==> src/rtl/core/gos_pkg.sv <==
// Shared types and constants for the grid obstacle skirt block.
// No dependencies; used by every module of the block.
package gos_pkg;

   // Largest grid dimension the counters and result fields can carry
   localparam int unsigned GRID_MAX = 256;
   localparam int unsigned MAX_WIDTH_DEF = 256;

   localparam int unsigned COST_W = 8;
   localparam int unsigned DIM_W = 9;
   localparam int unsigned COORD_W = 8;

   // Register map, by word index
   localparam logic [1:0] REG_WIDTH = 2'd0;
   localparam logic [1:0] REG_HEIGHT = 2'd1;
   localparam logic [1:0] REG_BLOCKED = 2'd2;
   localparam logic [1:0] REG_SKIRT = 2'd3;

   localparam logic [DIM_W-1:0] WIDTH_RST = 9'd64;
   localparam logic [DIM_W-1:0] HEIGHT_RST = 9'd64;
   localparam logic [COST_W-1:0] BLOCKED_RST = 8'd255;
   localparam logic [COST_W-1:0] SKIRT_RST = 8'd8;

   // Input beat kinds
   localparam logic FUNC_CELL = 1'b0;
   localparam logic FUNC_DRAIN = 1'b1;

   // Effective geometry and costs as seen by the datapath
   typedef struct packed {
      logic [DIM_W-1:0] width;
      logic [DIM_W-1:0] height;
      logic [COST_W-1:0] blocked;
      logic [COST_W-1:0] skirt;
   } cfg_type;

   typedef struct packed {
      logic [COORD_W-1:0] out_row;
      logic [COORD_W-1:0] out_col;
      logic [COST_W-1:0] new_cost;
      logic last_cell;
   } result_type;

endpackage

==> src/rtl/core/gos_csr.sv <==
// Configuration registers of the grid obstacle skirt, APB-style write/read.
// Depends on gos_pkg; produces clamped geometry and the stream restart pulse.
module gos_csr #(
   parameter int unsigned MAX_WIDTH = gos_pkg::MAX_WIDTH_DEF
) (
   input  logic clock,
   input  logic reset,
   input  logic csr_psel,
   input  logic csr_penable,
   input  logic csr_pwrite,
   input  logic [3:0] csr_paddr,
   input  logic [31:0] csr_pwdata,
   output logic [31:0] csr_prdata,
   output gos_pkg::cfg_type cfg,
   output logic restart
);

   localparam int unsigned WIDTH_LIMIT =
      (MAX_WIDTH < gos_pkg::GRID_MAX) ? MAX_WIDTH : gos_pkg::GRID_MAX;

   logic [gos_pkg::DIM_W-1:0] width_ff, width_in;
   logic [gos_pkg::DIM_W-1:0] height_ff, height_in;
   logic [gos_pkg::COST_W-1:0] blocked_ff, blocked_in;
   logic [gos_pkg::COST_W-1:0] skirt_ff, skirt_in;
   logic wr;
   logic [1:0] idx;

   assign wr = csr_psel & csr_penable & csr_pwrite;
   assign idx = csr_paddr[3:2];

   always_comb begin
      width_in = width_ff;
      height_in = height_ff;
      blocked_in = blocked_ff;
      skirt_in = skirt_ff;
      restart = 1'b0;
      if (wr) begin
         unique case (idx)
            gos_pkg::REG_WIDTH: begin
               width_in = csr_pwdata[gos_pkg::DIM_W-1:0];
               restart = 1'b1;
            end
            gos_pkg::REG_HEIGHT: begin
               height_in = csr_pwdata[gos_pkg::DIM_W-1:0];
               restart = 1'b1;
            end
            gos_pkg::REG_BLOCKED: blocked_in = csr_pwdata[gos_pkg::COST_W-1:0];
            gos_pkg::REG_SKIRT: skirt_in = csr_pwdata[gos_pkg::COST_W-1:0];
            default: ;
         endcase
      end
   end

   always_ff @(posedge clock) begin
      if (reset) begin
         width_ff <= gos_pkg::WIDTH_RST;
         height_ff <= gos_pkg::HEIGHT_RST;
         blocked_ff <= gos_pkg::BLOCKED_RST;
         skirt_ff <= gos_pkg::SKIRT_RST;
      end else begin
         width_ff <= width_in;
         height_ff <= height_in;
         blocked_ff <= blocked_in;
         skirt_ff <= skirt_in;
      end
   end

   always_comb begin
      unique case (idx)
         gos_pkg::REG_WIDTH: csr_prdata = 32'(width_ff);
         gos_pkg::REG_HEIGHT: csr_prdata = 32'(height_ff);
         gos_pkg::REG_BLOCKED: csr_prdata = 32'(blocked_ff);
         gos_pkg::REG_SKIRT: csr_prdata = 32'(skirt_ff);
         default: csr_prdata = '0;
      endcase
   end

   // Zero acts as one; clamp to the grid limit and the line buffer depth
   always_comb begin
      cfg.blocked = blocked_ff;
      cfg.skirt = skirt_ff;
      if (width_ff == '0) begin
         cfg.width = gos_pkg::DIM_W'(1);
      end else if (width_ff > gos_pkg::DIM_W'(WIDTH_LIMIT)) begin
         cfg.width = gos_pkg::DIM_W'(WIDTH_LIMIT);
      end else begin
         cfg.width = width_ff;
      end
      if (height_ff == '0) begin
         cfg.height = gos_pkg::DIM_W'(1);
      end else if (height_ff > gos_pkg::DIM_W'(gos_pkg::GRID_MAX)) begin
         cfg.height = gos_pkg::DIM_W'(gos_pkg::GRID_MAX);
      end else begin
         cfg.height = height_ff;
      end
   end

endmodule

==> src/rtl/core/gos_linebuf.sv <==
// Two-row line buffer: one synchronous memory holding {upper, middle} per column.
// Depends on gos_pkg; registered read with write-to-read forwarding.
module gos_linebuf #(
   parameter int unsigned MAX_WIDTH = gos_pkg::MAX_WIDTH_DEF,
   parameter int unsigned AW = $clog2(MAX_WIDTH)
) (
   input  logic clock,
   input  logic reset,
   input  logic [AW-1:0] rd_addr,
   input  logic wr_en,
   input  logic [AW-1:0] wr_addr,
   input  logic [2*gos_pkg::COST_W-1:0] wr_data,
   output logic [2*gos_pkg::COST_W-1:0] rd_data
);

   logic [2*gos_pkg::COST_W-1:0] mem [MAX_WIDTH];
   logic [2*gos_pkg::COST_W-1:0] rd_q_ff;
   logic [2*gos_pkg::COST_W-1:0] fwd_data_ff;
   logic fwd_ff;

   always_ff @(posedge clock) begin
      if (wr_en) begin
         mem[wr_addr] <= wr_data;
      end
      rd_q_ff <= mem[rd_addr];
      fwd_data_ff <= wr_data;
   end

   // Same-entry write in the read cycle: the memory returns stale data
   always_ff @(posedge clock) begin
      if (reset) begin
         fwd_ff <= 1'b0;
      end else begin
         fwd_ff <= wr_en && (wr_addr == rd_addr);
      end
   end

   assign rd_data = fwd_ff ? fwd_data_ff : rd_q_ff;

endmodule

==> src/rtl/core/gos_window.sv <==
// Raster counters, 3x3 window and skirt decision for the grid obstacle skirt.
// Depends on gos_pkg and gos_linebuf.
module gos_window #(
   parameter int unsigned MAX_WIDTH = gos_pkg::MAX_WIDTH_DEF
) (
   input  logic clock,
   input  logic reset,
   input  gos_pkg::cfg_type cfg,
   input  logic restart,
   input  logic accept,
   input  logic func,
   input  logic [gos_pkg::COST_W-1:0] cell_cost,
   output logic res_valid,
   output gos_pkg::result_type res
);

   localparam int unsigned AW = $clog2(MAX_WIDTH);
   localparam int unsigned CW = gos_pkg::COORD_W;
   localparam int unsigned DW = gos_pkg::DIM_W;

   logic [CW-1:0] col_ff, col_in;
   logic [DW-1:0] row_ff, row_in;
   // 0/1 top older/newer, 2/3 mid, 4/5 bottom
   logic [gos_pkg::COST_W-1:0] win_ff [6];
   logic [gos_pkg::COST_W-1:0] win_in [6];

   logic [2*gos_pkg::COST_W-1:0] rd_data;
   logic [gos_pkg::COST_W-1:0] rd_upper, rd_middle;
   logic [gos_pkg::COST_W-1:0] top, mid, bot, own, b;
   logic [DW:0] row_x, h_plus1;
   logic in_grid, step, emit, last, touches, raise;
   logic [DW-1:0] col_inc;

   assign b = cfg.blocked;
   assign rd_upper = rd_data[2*gos_pkg::COST_W-1:gos_pkg::COST_W];
   assign rd_middle = rd_data[gos_pkg::COST_W-1:0];

   assign row_x = {1'b0, row_ff};
   assign h_plus1 = {1'b0, cfg.height} + (DW+1)'(1);
   assign in_grid = row_ff < cfg.height;
   // Drain beats inside the grid are swallowed without advancing
   assign step = accept && !(in_grid && func == gos_pkg::FUNC_DRAIN);

   assign top = (row_ff < DW'(2)) ? b : rd_upper;
   assign mid = (row_ff == '0 || row_x >= h_plus1) ? b : rd_middle;
   assign bot = in_grid ? cell_cost : b;

   assign emit = (row_ff >= DW'(2)) || (row_ff == DW'(1) && col_ff != '0);
   assign last = (row_x == h_plus1) && (col_ff == '0);

   always_comb begin
      own = win_ff[3];
      if (col_ff == '0 || col_ff == CW'(1)) begin
         touches = 1'b1;
      end else begin
         touches = win_ff[0] == b || win_ff[1] == b || top == b ||
                   win_ff[2] == b || mid == b ||
                   win_ff[4] == b || win_ff[5] == b || bot == b;
      end
      raise = (own != b) && touches && (own < cfg.skirt);
      res.new_cost = raise ? cfg.skirt : own;
      res.last_cell = last;
      if (col_ff == '0) begin
         res.out_col = CW'(cfg.width - DW'(1));
         res.out_row = CW'(row_ff - DW'(2));
      end else begin
         res.out_col = col_ff - CW'(1);
         res.out_row = CW'(row_ff - DW'(1));
      end
   end

   assign res_valid = step && emit;
   assign col_inc = {1'b0, col_ff} + DW'(1);

   always_comb begin
      col_in = col_ff;
      row_in = row_ff;
      for (int i = 0; i < 6; i++) begin
         win_in[i] = win_ff[i];
      end
      if (restart || (step && emit && last)) begin
         col_in = '0;
         row_in = '0;
         for (int i = 0; i < 6; i++) begin
            win_in[i] = '0;
         end
      end else if (step) begin
         win_in[0] = win_ff[1];
         win_in[1] = top;
         win_in[2] = win_ff[3];
         win_in[3] = mid;
         win_in[4] = win_ff[5];
         win_in[5] = bot;
         if (col_inc >= cfg.width) begin
            col_in = '0;
            row_in = row_ff + DW'(1);
         end else begin
            col_in = CW'(col_inc);
         end
      end
   end

   always_ff @(posedge clock) begin
      if (reset) begin
         col_ff <= '0;
         row_ff <= '0;
         for (int i = 0; i < 6; i++) begin
            win_ff[i] <= '0;
         end
      end else begin
         col_ff <= col_in;
         row_ff <= row_in;
         for (int i = 0; i < 6; i++) begin
            win_ff[i] <= win_in[i];
         end
      end
   end

   // Prefetch the next column so its rows are ready when the beat arrives
   gos_linebuf #(
      .MAX_WIDTH(MAX_WIDTH),
      .AW(AW)
   ) u_linebuf (
      .clock(clock),
      .reset(reset),
      .rd_addr(AW'(col_in)),
      .wr_en(step),
      .wr_addr(AW'(col_ff)),
      .wr_data({rd_middle, bot}),
      .rd_data(rd_data)
   );

endmodule

==> src/rtl/core/grid_obstacle_skirt_top.sv <==
// Top level of the grid obstacle skirt: cost stream in, skirted stream out.
// Depends on gos_pkg, gos_csr, gos_window (which holds gos_linebuf).
//
//  channel  dir   handshake               payload
//  req_     in    tvalid/tready           tdata = cell_cost, tuser = func
//  rsp_     out   tvalid/tready           tdata = {out_row,out_col,new_cost}, tlast
//  csr_     in    psel/penable/pready     paddr/pwdata/prdata, 4 regs at 4*i
//
// One beat per cycle unless the output stalls; each beat is one cell (or drain
// tick) and the result it completes leaves the output register the cycle after
// acceptance. The line buffer is read one column ahead, so its read keeps pace.
// Results lag the input by one row plus one cell; width+1 drain beats flush.
// Synchronous active-high reset clears counters, window and output valid;
// line buffer contents stay undefined and no clearing pass is needed.
// A stalled output holds req_tready low only while its register is full.
module grid_obstacle_skirt_top #(
   parameter int unsigned MAX_WIDTH = gos_pkg::MAX_WIDTH_DEF
) (
   input  logic clock,
   input  logic reset,
   // input stream
   input  logic req_tvalid,
   output logic req_tready,
   input  logic [7:0] req_tdata,   // [7:0] cell_cost
   input  logic req_tuser,         // [0] func
   // result stream
   output logic rsp_tvalid,
   input  logic rsp_tready,
   output logic [23:0] rsp_tdata,  // [7:0] new_cost, [15:8] out_col, [23:16] out_row
   output logic rsp_tlast,         // last_cell
   // configuration
   input  logic csr_psel,
   input  logic csr_penable,
   input  logic csr_pwrite,
   input  logic [3:0] csr_paddr,
   input  logic [31:0] csr_pwdata,
   output logic [31:0] csr_prdata,
   output logic csr_pready
);

   gos_pkg::cfg_type cfg;
   gos_pkg::result_type res;
   gos_pkg::result_type rsp_ff, rsp_in;
   logic restart;
   logic accept;
   logic res_valid;
   logic rsp_valid_ff, rsp_valid_in;

   assign csr_pready = 1'b1;

   gos_csr #(
      .MAX_WIDTH(MAX_WIDTH)
   ) u_csr (
      .clock(clock),
      .reset(reset),
      .csr_psel(csr_psel),
      .csr_penable(csr_penable),
      .csr_pwrite(csr_pwrite),
      .csr_paddr(csr_paddr),
      .csr_pwdata(csr_pwdata),
      .csr_prdata(csr_prdata),
      .cfg(cfg),
      .restart(restart)
   );

   // Take a beat whenever the output register is empty or draining
   assign req_tready = !rsp_valid_ff || rsp_tready;
   assign accept = req_tvalid && req_tready;

   gos_window #(
      .MAX_WIDTH(MAX_WIDTH)
   ) u_window (
      .clock(clock),
      .reset(reset),
      .cfg(cfg),
      .restart(restart),
      .accept(accept),
      .func(req_tuser),
      .cell_cost(req_tdata),
      .res_valid(res_valid),
      .res(res)
   );

   // Output register
   always_comb begin
      rsp_valid_in = rsp_valid_ff;
      rsp_in = rsp_ff;
      if (accept && res_valid) begin
         rsp_valid_in = 1'b1;
         rsp_in = res;
      end else if (rsp_tready) begin
         rsp_valid_in = 1'b0;
      end
   end

   always_ff @(posedge clock) begin
      if (reset) begin
         rsp_valid_ff <= 1'b0;
      end else begin
         rsp_valid_ff <= rsp_valid_in;
      end
      rsp_ff <= rsp_in;
   end

   assign rsp_tvalid = rsp_valid_ff;
   assign rsp_tdata = {rsp_ff.out_row, rsp_ff.out_col, rsp_ff.new_cost};
   assign rsp_tlast = rsp_ff.last_cell;

   // Final cell of a grid is the bottom-right corner
   a_last_corner: assert property (@(posedge clock) disable iff (reset)
      rsp_valid_ff && rsp_ff.last_cell |->
         (9'(rsp_ff.out_col) == cfg.width - 9'd1) &&
         (9'(rsp_ff.out_row) == cfg.height - 9'd1))
      else $error("last cell is not the grid corner");

   // Emitted coordinates stay inside the grid
   a_col_range: assert property (@(posedge clock) disable iff (reset)
      rsp_valid_ff |-> 9'(rsp_ff.out_col) < cfg.width)
      else $error("result column outside grid");

   a_row_range: assert property (@(posedge clock) disable iff (reset)
      rsp_valid_ff |-> 9'(rsp_ff.out_row) < cfg.height)
      else $error("result row outside grid");

   // A waiting result is never overwritten by a new one
   a_no_overwrite: assert property (@(posedge clock) disable iff (reset)
      rsp_valid_ff && !rsp_tready |=> $stable(rsp_ff))
      else $error("held result changed");

endmodule

==> config.mk <==
export PLATFORM = sky130hd
export DESIGN_NAME = grid_obstacle_skirt_top
export DESIGN_NICKNAME = d
export VERILOG_FILES = /design/src/rtl/core/gos_pkg.sv /design/src/rtl/core/gos_csr.sv /design/src/rtl/core/gos_linebuf.sv /design/src/rtl/core/gos_window.sv /design/src/rtl/core/grid_obstacle_skirt_top.sv
export SDC_FILE = /design/constraint.sdc
export NUM_CORES = 2
export LEC_CHECK = 0
export BUFFER_PORTS_ARGS = -buffer_cell sky130_fd_sc_hd__buf_2
export CORE_ASPECT_RATIO = 1.1
export CORE_MARGIN = 2
export CORE_UTILIZATION = 34
export DETAILED_ROUTE_END_ITERATION = 16
export PLACE_DENSITY_LB_ADDON = 0.2
export SLEW_MARGIN = 20
export SYNTH_ARGS = -nofsm -noshare
export SYNTH_HDL_FRONTEND = slang
export SYNTH_HIERARCHICAL = 1
export SYNTH_MEMORY_MAX_BITS = 65536
export SYNTH_SLANG_ARGS = --single-unit
==> constraint.sdc <==
create_clock -name clock -period 5.6 [get_ports clock]
set_input_delay 0.84 -clock clock [delete_from_list [all_inputs] [get_ports clock]]
set_output_delay 0.84 -clock clock [all_outputs]
set_load 0.01 [all_outputs]
==> results.sh <==
export IMPL_grt_max_degree=170
export IMPL_rsz0062_at_grt="yes"
export IMPL_worstPathRequired_ns=6.49
export IMPL_yosysSeqAreaShare=0.757
export IMPL_port_buffers=62
export IMPL_drcViolationCount=0
export IMPL_cts_root_buf="clkbuf_16"
export IMPL_clkTransAtPathRegs_ns=0.06
export IMPL_vias=86400
export IMPL_routed_wl_um=471000
export IMPL_power_w=0.0706
export IMPL_wl_per_cell_um=29.1
export IMPL_synth_area_sq_um=167000
export IMPL_syn_area_per_cell_sq_um=20.1
export IMPL_ant_nets=0
export IMPL_area_delta_synth_final_pct=18.6
export IMPL_pin_count=112
export IMPL_gp_congestion=0.860
export IMPL_ir_drop_mv=0.300
export IMPL_synthTopCellsByCount="edfxtp_1, mux4_2, mux2i_1"
export IMPL_status="finished, final reports clean"
export IMPL_core_area_sq_um=489000
export IMPL_antenna_found_initial=17
export IMPL_clk_latency_ns=1.02
export IMPL_nNetsFinal=9411
export IMPL_ys_ff_latch=4254
export IMPL_std_cell_rows=269
export IMPL_drt_pre_antenna_iters=6
export IMPL_ys_flop_type="edfxtp_1"
export IMPL_synth_yosys_warnings=6
export IMPL_cp_depth=25
export IMPL_grt_overflow_total=0
export IMPL_leakage_nw=62.4
export IMPL_finClkSkew_ns=0.0438
export IMPL_grt_usage=0.185
export IMPL_met2_length_um=230000
export IMPL_post_dp_cell_area_sq_um=182000
export IMPL_met1_length_um=201000
export IMPL_crit_path_top_delay_cell="mux4_2"
export IMPL_drt_vias_per_instance=5.34
export IMPL_crit_path_frequent_cell="buf_12"
export IMPL_r2r_cells=25
export IMPL_hold_path_class="input pin to flip-flop"
export IMPL_worstMarginPinSlew_ns=1.30
export IMPL_fin_crit_sh=0.991
export IMPL_dp_hpwl_um=294000
export IMPL_synth_edf_count=4121
export IMPL_top_layer="met4"
export IMPL_syn_inst=8326
export IMPL_maxCapViolCount=0
export IMPL_drt_iter0_markers=8350
export IMPL_grt_pass1_vias=87100
export IMPL_fmax_ghz=0.180
export IMPL_finalCriticalPeriod_ns=5.55
export IMPL_die_area_sq_um=497000
export IMPL_cts_buffers=433
export IMPL_die_h_um=739
export IMPL_async_reset_ff_frac=0
export IMPL_fillers=43300
export IMPL_yosysTopAreaCellShare=0.741
export IMPL_initial_core_util=0.342
export IMPL_hold_viol_final=0
export IMPL_cts_max_path_buffers=4
export IMPL_crit_type="flip-flop to flip-flop"
export IMPL_synth_most_common_cell="edfxtp_1"
export IMPL_cts_sinks=4254
export IMPL_relSlewSlack=0.131
export IMPL_startpoint_type="flip-flop"
export IMPL_cts_tree="done"
export IMPL_cts_htree_levels=5
export IMPL_critPathMaxStageDelay_ns=0.56
export IMPL_path_buf_inv=6
export IMPL_netlist_top_cells_area="edfxtp_1, mux4_2, mux2i_1"
export IMPL_hold_depth=3
export IMPL_drive_gt1_frac=0.294
export IMPL_cp_end_kind="flip-flop"
export IMPL_post_route_cell_area_sq_um=198000
export IMPL_drv_slew=0
export IMPL_finalSetupViolCount=0
export IMPL_post_place_ws_ns=-0.671
export IMPL_crit_family="simple AND/OR/NAND/NOR gates"
export IMPL_yosysTopAreaCell="edfxtp_1"
export IMPL_met3_length_um=25100
export IMPL_yosys_cell_types_count=76
export IMPL_dieWidth_um=672
export IMPL_postCtsHoldBufs=0
export IMPL_critPathArrivalTime_ns=6.44
export IMPL_setup_slack_ns=0.0513
export IMPL_worstPathMaxFanout=7
export IMPL_grt_pass1_wl_um=663000
export IMPL_powerDensity_nw_per_um2=356
path summary, 6_finish.rpt:
kind,to,from,slack (ns)
setup / recovery,u_window/u_linebuf/rd_q_ff[15]$_DFF_P_,u_csr/height_ff[6]$_SDFFE_PP1P_,0.05
hold / removal,u_csr/blocked_ff[0]$_SDFFE_PP1P_,csr_pwdata[0],0.11
setup reg to reg,u_window/u_linebuf/rd_q_ff[15]$_DFF_P_,u_csr/height_ff[6]$_SDFFE_PP1P_,0.05
hold reg to reg,u_window/win_ff[2][1]$_SDFFE_PP0P_,u_window/win_ff[2][1]$_SDFFE_PP0P_,0.47
repair_timing:
action / in CTS / in global routing
setup buffers: 15 / 23
cloned: 1 / 4
setup endpoints to repair: 16 / 16
pin swaps: 10 / 21
gates resized for setup: 71 / 147
flip-flops by register name, indices dropped and copies added (netlist names):
| register | count |
|---|---|
| u_window/u_linebuf/mem | 4096 |
| u_window/win_ff | 48 |
| rsp_tdata | 24 |
| u_window/u_linebuf/fwd_data_ff | 16 |
| u_window/u_linebuf/rd_q_ff | 16 |
| u_csr/height_ff | 9 |
| u_csr/width_ff | 9 |
| u_window/row_ff | 9 |
| u_csr/blocked_ff | 8 |
| u_csr/skirt_ff | 8 |
| u_window/col_ff | 8 |
| rsp_tlast | 1 |
| rsp_tvalid | 1 |
| u_window/u_linebuf/fwd_ff | 1 |
metrics by stage:
step,hold WS [ns],utilization,instances,TNS [ns]
2_1_floorplan,0.445,-,8348,0
3_3_place_gp,0.453,0.373,15300,-10.23
3_5_place_dp,0.461,0.373,15300,-6.15
4_1_cts,0.0133,0.403,16100,0
5_1_grt,0.0768,0.405,16200,-0.199
6_report,0.110,0.405,16200,0
cell families after synthesis:
group | Yosys count | share of synthesized area
compound gates | 946 | 0.0398
simple gates | 824 | 0.0229
buf+inv | 579 | 0.0184
mux | 1557 | 0.152
other cells | 2 | 0.0000450
xor+xnor | 116 | 0.00608
fa+ha+maj | 48 | 0.00360
flops | 4254 | 0.757
per-layer routing:
layer  GRT usage  vias to the layer above
met5           0                        -
met4      0.0523                        0
met3      0.0222                      638
met2       0.309                     2687
met1       0.254                    46500
li1            -                    36600
cell type report:
class / instances / area (sq um) / share of cell area
antenna: 5 / 12.5 / 0.0000631
clock buffer: 542 / 11500 / 0.0578
clock inverter: 249 / 2680 / 0.0135
inverter: 38 / 154 / 0.000777
multi-input combinational: 3515 / 39200 / 0.198
sequential: 4254 / 126000 / 0.638
tap: 6504 / 8140 / 0.0411
timing repair buffer: 1069 / 10100 / 0.0510
layout by cell type, fill, tap and decap left out, drive strengths merged, types with 96 or more instances in the layout:
cell type / count
dfxtp: 133
mux2i: 683
mux4: 778
o221ai: 305
clkbuf: 546
nor2: 350
buf: 1065
mux2: 96
o22ai: 166
clkinv: 174
a21oi: 243
edfxtp: 4121
nand2: 153
where the power goes:
part           internal (W)  switching [W]  leakage, nW  total [W]
Combinational       0.00231        0.00355         17.4    0.00586
Sequential           0.0357      0.0000727         38.1     0.0358
Clock                0.0166         0.0123         6.87     0.0289
Total                0.0547         0.0159         62.4     0.0706
worst min-delay path: cells and delay by family:
| kind | cells | cell delay, ns |
|---|---|---|
| multiplexers | 1 | 0.11 |
| buffers and inverters | 1 | 0.09 |
| AND/OR/NAND/NOR | 1 | 0.04 |
(Power assumes the default switching activity.)
